<file path="src/rtl/glyph_quad_vertex_generator_unit_assert.svh">
// ----------------------------------------------------------------------------
// Glyph quad vertex generator assertion macros
// Shared concurrent assertion wrappers, clocked on clk_i and reset-qualified.
// ----------------------------------------------------------------------------
`ifndef GLYPH_QUAD_VERTEX_GENERATOR_UNIT_ASSERT_SVH
`define GLYPH_QUAD_VERTEX_GENERATOR_UNIT_ASSERT_SVH

`ifndef ASSERT_OFF
// The property must hold at every clock edge outside reset.
`define GQVG_ASSERT(lbl, prop) \
  lbl: assert property (@(posedge clk_i) disable iff (!rst_ni) prop) \
    else $error("gqvg: property violated");
// The expression must never be true outside reset.
`define GQVG_NEVER(lbl, expr) \
  lbl: assert property (@(posedge clk_i) disable iff (!rst_ni) !(expr)) \
    else $error("gqvg: forbidden condition seen");
`else
`define GQVG_ASSERT(lbl, prop)
`define GQVG_NEVER(lbl, expr)
`endif

`endif

</file>
<file path="src/rtl/gqvg_ram.sv">
// ----------------------------------------------------------------------------
// Generic single-port-write, single-port-read RAM
// One write and one registered read per cycle; contents are not reset.
// ----------------------------------------------------------------------------
`default_nettype none

module gqvg_ram #(
  parameter int unsigned WIDTH = 8,
  parameter int unsigned DEPTH = 16
) (
  input  logic                     clk_i,
  input  logic                     we_i,
  input  logic [$clog2(DEPTH)-1:0] waddr_i,
  input  logic [WIDTH-1:0]         wdata_i,
  input  logic                     re_i,
  input  logic [$clog2(DEPTH)-1:0] raddr_i,
  output logic [WIDTH-1:0]         rdata_o
);

  logic [WIDTH-1:0] mem_q [DEPTH];
  logic [WIDTH-1:0] rdata_q;

  always_ff @(posedge clk_i) begin
    if (we_i) begin
      mem_q[waddr_i] <= wdata_i;
    end
    if (re_i) begin
      rdata_q <= mem_q[raddr_i];
    end
  end

  assign rdata_o = rdata_q;

endmodule

`default_nettype wire

</file>
<file path="config.mk">
export PLATFORM = sky130hd
export DESIGN_NAME = gqvg_ram
export DESIGN_NICKNAME = d
export VERILOG_FILES = /design/src/rtl/glyph_quad_vertex_generator_unit_assert.svh /design/src/rtl/gqvg_ram.sv
export SDC_FILE = /design/constraint.sdc
export NUM_CORES = 1
export LEC_CHECK = 0
export BUFFER_PORTS_ARGS = -buffer_cell sky130_fd_sc_hd__buf_2
export CAP_MARGIN = 20
export CORE_MARGIN = 2
export CORE_UTILIZATION = 55
export CTS_CLUSTER_SIZE = 25
export DETAILED_ROUTE_END_ITERATION = 7
export GPL_TIMING_DRIVEN = 0
export PLACE_DENSITY = 0.73
export SLEW_MARGIN = 15
export SYNTH_ARGS = -nofsm -noshare
export SYNTH_HDL_FRONTEND = slang
export SYNTH_SLANG_ARGS = --single-unit
</file>
<file path="constraint.sdc">
create_clock -name clk_i -period 2.8 [get_ports clk_i]
set_input_delay 0.56 -clock clk_i [delete_from_list [all_inputs] [get_ports clk_i]]
set_output_delay 0.56 -clock clk_i [all_outputs]
set_load 0.02 [all_outputs]
</file>
# [Yosys cells after proc, flatten, opt, wreduce, memory -nomap -nowiden]
# Memory sizes are Yosys's and may differ from the RTL's. A register that Yosys moved wholly into a read port is not among the register bits.
# Index checks and enable logic that the tools add are counted.
[word_totals] n_memories=1 mem_bits_rw=128 regBits=0 word_cells=3 out_inout_bits=8
[memory_table] name="mem_q" depth=16 word_bits=8 rd=1 rd_clocked_by_memory_dff=1 write_ports=1 line="gqvg_ram.sv:20" text="logic [WIDTH-1:0] mem_q [DEPTH];"
[op_classes] muxes=2
[op_table] cell="2-to-1 mux 1 bit" n=2

# [Depth between registers and ports, before layout]
[logic_depth] depth_word=2 ltp_mapped=5

# [Worst setup path before layout]
# Ideal clock, no wire load.
[synth_path] kind="input-to-reg" start="input waddr_i[2]" end="memory mem_q[0][0], enable pin" arrival_time_ns=1.670 path_stages=2 slack_ns=0.747 path_buffers=0 setup_time_ns=0.383 cell_sequence="or3b_2 nor3_1"
[synth_rtl] item="from (decl)" line="gqvg_ram.sv:13" text="input logic [$clog2(DEPTH)-1:0] waddr_i,"
[synth_rtl] item="to (decl)" line="gqvg_ram.sv:20"
# Straight into the memory's write port.

# [Final worst setup path]
[layout_path] start="input waddr_i[2]" end="memory mem_q[1][7], enable pin"
# Straight into the memory's write port.

==> out/metrics.yaml <==
detailed_routing:
  viasPerCell: 5.91
  ant_nets: 0
  routed_wl_um: 9790
  avgRoutedWirePerCell_um: 23.5
  drc_errors: 0
  drt_pre_antenna_iters: 4
  via_count: 2463
  drtIter0Drc: 272
floorplan:
  core-area_um2: 9240
  die_w_um: 101
  num_rows: 35
  dieArea_um2: 10300
  num_io_pins: 27
  start_util_pct: 56.6
  die_y_um: 101
critical_path:
  critPathSlowestCell: "nor2_1"
  rrSetupSlack_ps: 1160
  crit_fanout: 8
  cp-start-kind: "input port"
  crit_chain: "buf_2 -> or3b_2 -> nor2_1"
  arrival_ps: 1920
  critical_path_class: "in2reg"
  cp.required_ps: 2940
  cpPeakStageDelay_ps: 700
  end_kind: "register"
clock_network:
  cts.sinks: 136
  clk_latency_ps: 510
  cts_hold_buf: 0
  cts.repair.resized: 0
  cts_setup_buffers: 0
  htreeDepth: 4
  clock_path_buffers: 2
  cts_tree: "built"
  cts_root_buffer: "clkbuf_8"
  cts.clk_slew.worst_paths_ps: 60
  cts_buffers: 17
timing:
  fmaxAchievable_mhz: 561
  fin_crit_sh_pct: 63.6
  drv_slew: 0
  slew_headroom_pct: 40.9
  fin_setup_tns_ps: 0
  rsz0062_at_grt: "no"
  tightest_slew_ps: 884
  min_period_ps: 1780
  finClkSkew_ps: 5.02
  hold-worst-slack_ps: 376
  setup_viol: 0
  hold_viol: 0
global_route:
  grt_antenna_before_repair: 0
  grt_usage_pct: 21.3
  grt_max_degree: 17
  grt_pass1_vias: 2450
  overflow: 0
  grt_first_pass_wirelength_um: 14700
power:
  switching_share_pct: 19.9
  ir_drop_uv: 463
  sequentialPowerShare_pct: 47.0
  p_leak_uw: 0.00207
  clkPwrFrac_pct: 48.3
  p_per_area_nw_per_um2: 794
  internal_power_uw: 3920
  combPwrFrac_pct: 4.6
  power_switching_uw: 977
status:
  outcome: "finished clean"
place:
  portBuffers: 25
  dp.cells: 385
  globalplace.congestion: 0.718
  place_hpwl_um: 6020
cells_and_area:
  fin_nets: 294
  drive_above_1_share_pct: 31.3
  antenna-diode-count: 0
  final_common_cell: "edfxtp_1"
  fin_cells: 417
  final_cell_mix: "136 x edfxtp_1, 29 x buf_2, 18 x mux4_2, 16 x a22oi_1, 16 x clkbuf_16"
  final_util_pct: 66.8
  syn2layout_area_growth_pct: 18.1
worst_hold_path:
  hold_path_class: "in2reg"
yosys:
  synth_top_area_share_pct: 78.1
  synthCells: 229
  syn_area_um2: 5230
  synth.distinct_cells: 18
  synth_area_leaders: "edfxtp_1 78%, mux4_2 7.8%, mux4_1 7.0%, a22oi_1 2.3%, nor2_1 0.93%"
  synth-seq-cells: 136
  synth-seq-area-share_pct: 78.1
  yosysTopAreaCell: "edfxtp_1"
  syn_nets: 248
  synth_area_per_cell_um2: 22.8
  yosys_warnings: 0
run:
  drv_cap: 0
-- through the flow --
stage               worst slack, ps  area (um^2)  total power (uW)
CTS                            1070         6170              4920
global placement                171         5510              2560
detailed placement              552         5540              2570
finish                         1020         6170              4900
floorplan                       747         5230              2470
global route                   1030         6170              5030
-- final cells by class --
type	count	area [um^2]
buffer	10	86.3
fill	581	3070
sequential	136	4080
timing repair buffer	27	138
multi-input combinational	83	1070
tap	129	161
clock buffer	17	414
clock inverter	15	223
-- flip-flops by register name, indices dropped and copies added, names as in the netlist --
register,count
mem_q,128
rdata_o,8
-- Yosys cell counts --
cell type,count
edfxtp_1,136
mux4_2,18
a22oi_1,16
mux4_1,14
nor2_1,13
nand2_1,9
nor3_1,4
buf_2,3
buf_6,3
clkdlybuf4s25_2,3
nand2b_1,2
nand3b_1,2
and2_1,1
and2b_1,1
buf_4,1
nand3_1,1
nor2b_1,1
or3b_2,1
-- power groups by stage --
stage | Clock (uW) | Sequential, uW | Combinational [uW]
2_1_floorplan | 0 | 2360 | 116
3_3_place_gp | 0 | 2340 | 218
3_5_place_dp | 0 | 2350 | 225
4_1_cts | 2390 | 2300 | 228
5_1_grt | 2480 | 2310 | 243
6_report | 2370 | 2300 | 226
-- metal layers --
metal	global-route usage, %	vias up	wire (um)
li1	-	1080	-
met1	30.2	1261	4220
met2	32.0	112	4810
met3	6.76	10	658
met4	7.69	0	102
met5	0	-	0
-- worst max-delay path, delay by kind of cell --
kind	cells	cell delay, ps
buf+inv	1	110
simple gates	2	1240
-- path summary, 6_finish.rpt --
kind	start	endpoint	cells after the start
worst min-delay path	re_i	rdata_o[4]	1
worst max register to register	mem_q[5][0]	rdata_o[0]	3
worst min register to register	mem_q[11][1]	rdata_o[1]	3
worst max-delay path	waddr_i[2]	mem_q[1][7]	3
-- logic make-up (layout without fill, tap and decap cells) --
kind of cell | count (synthesis) | in the layout | share of synthesized area, %
flip-flops | 136 | 136 | 78.1
buffers and inverters | 10 | 69 | 1.65
multiplexers | 32 | 32 | 14.8
AO/OA/AOI/OAI | 16 | 16 | 2.30
AND/OR/NAND/NOR | 35 | 35 | 3.14
Power figures use the tool's default switching activity.
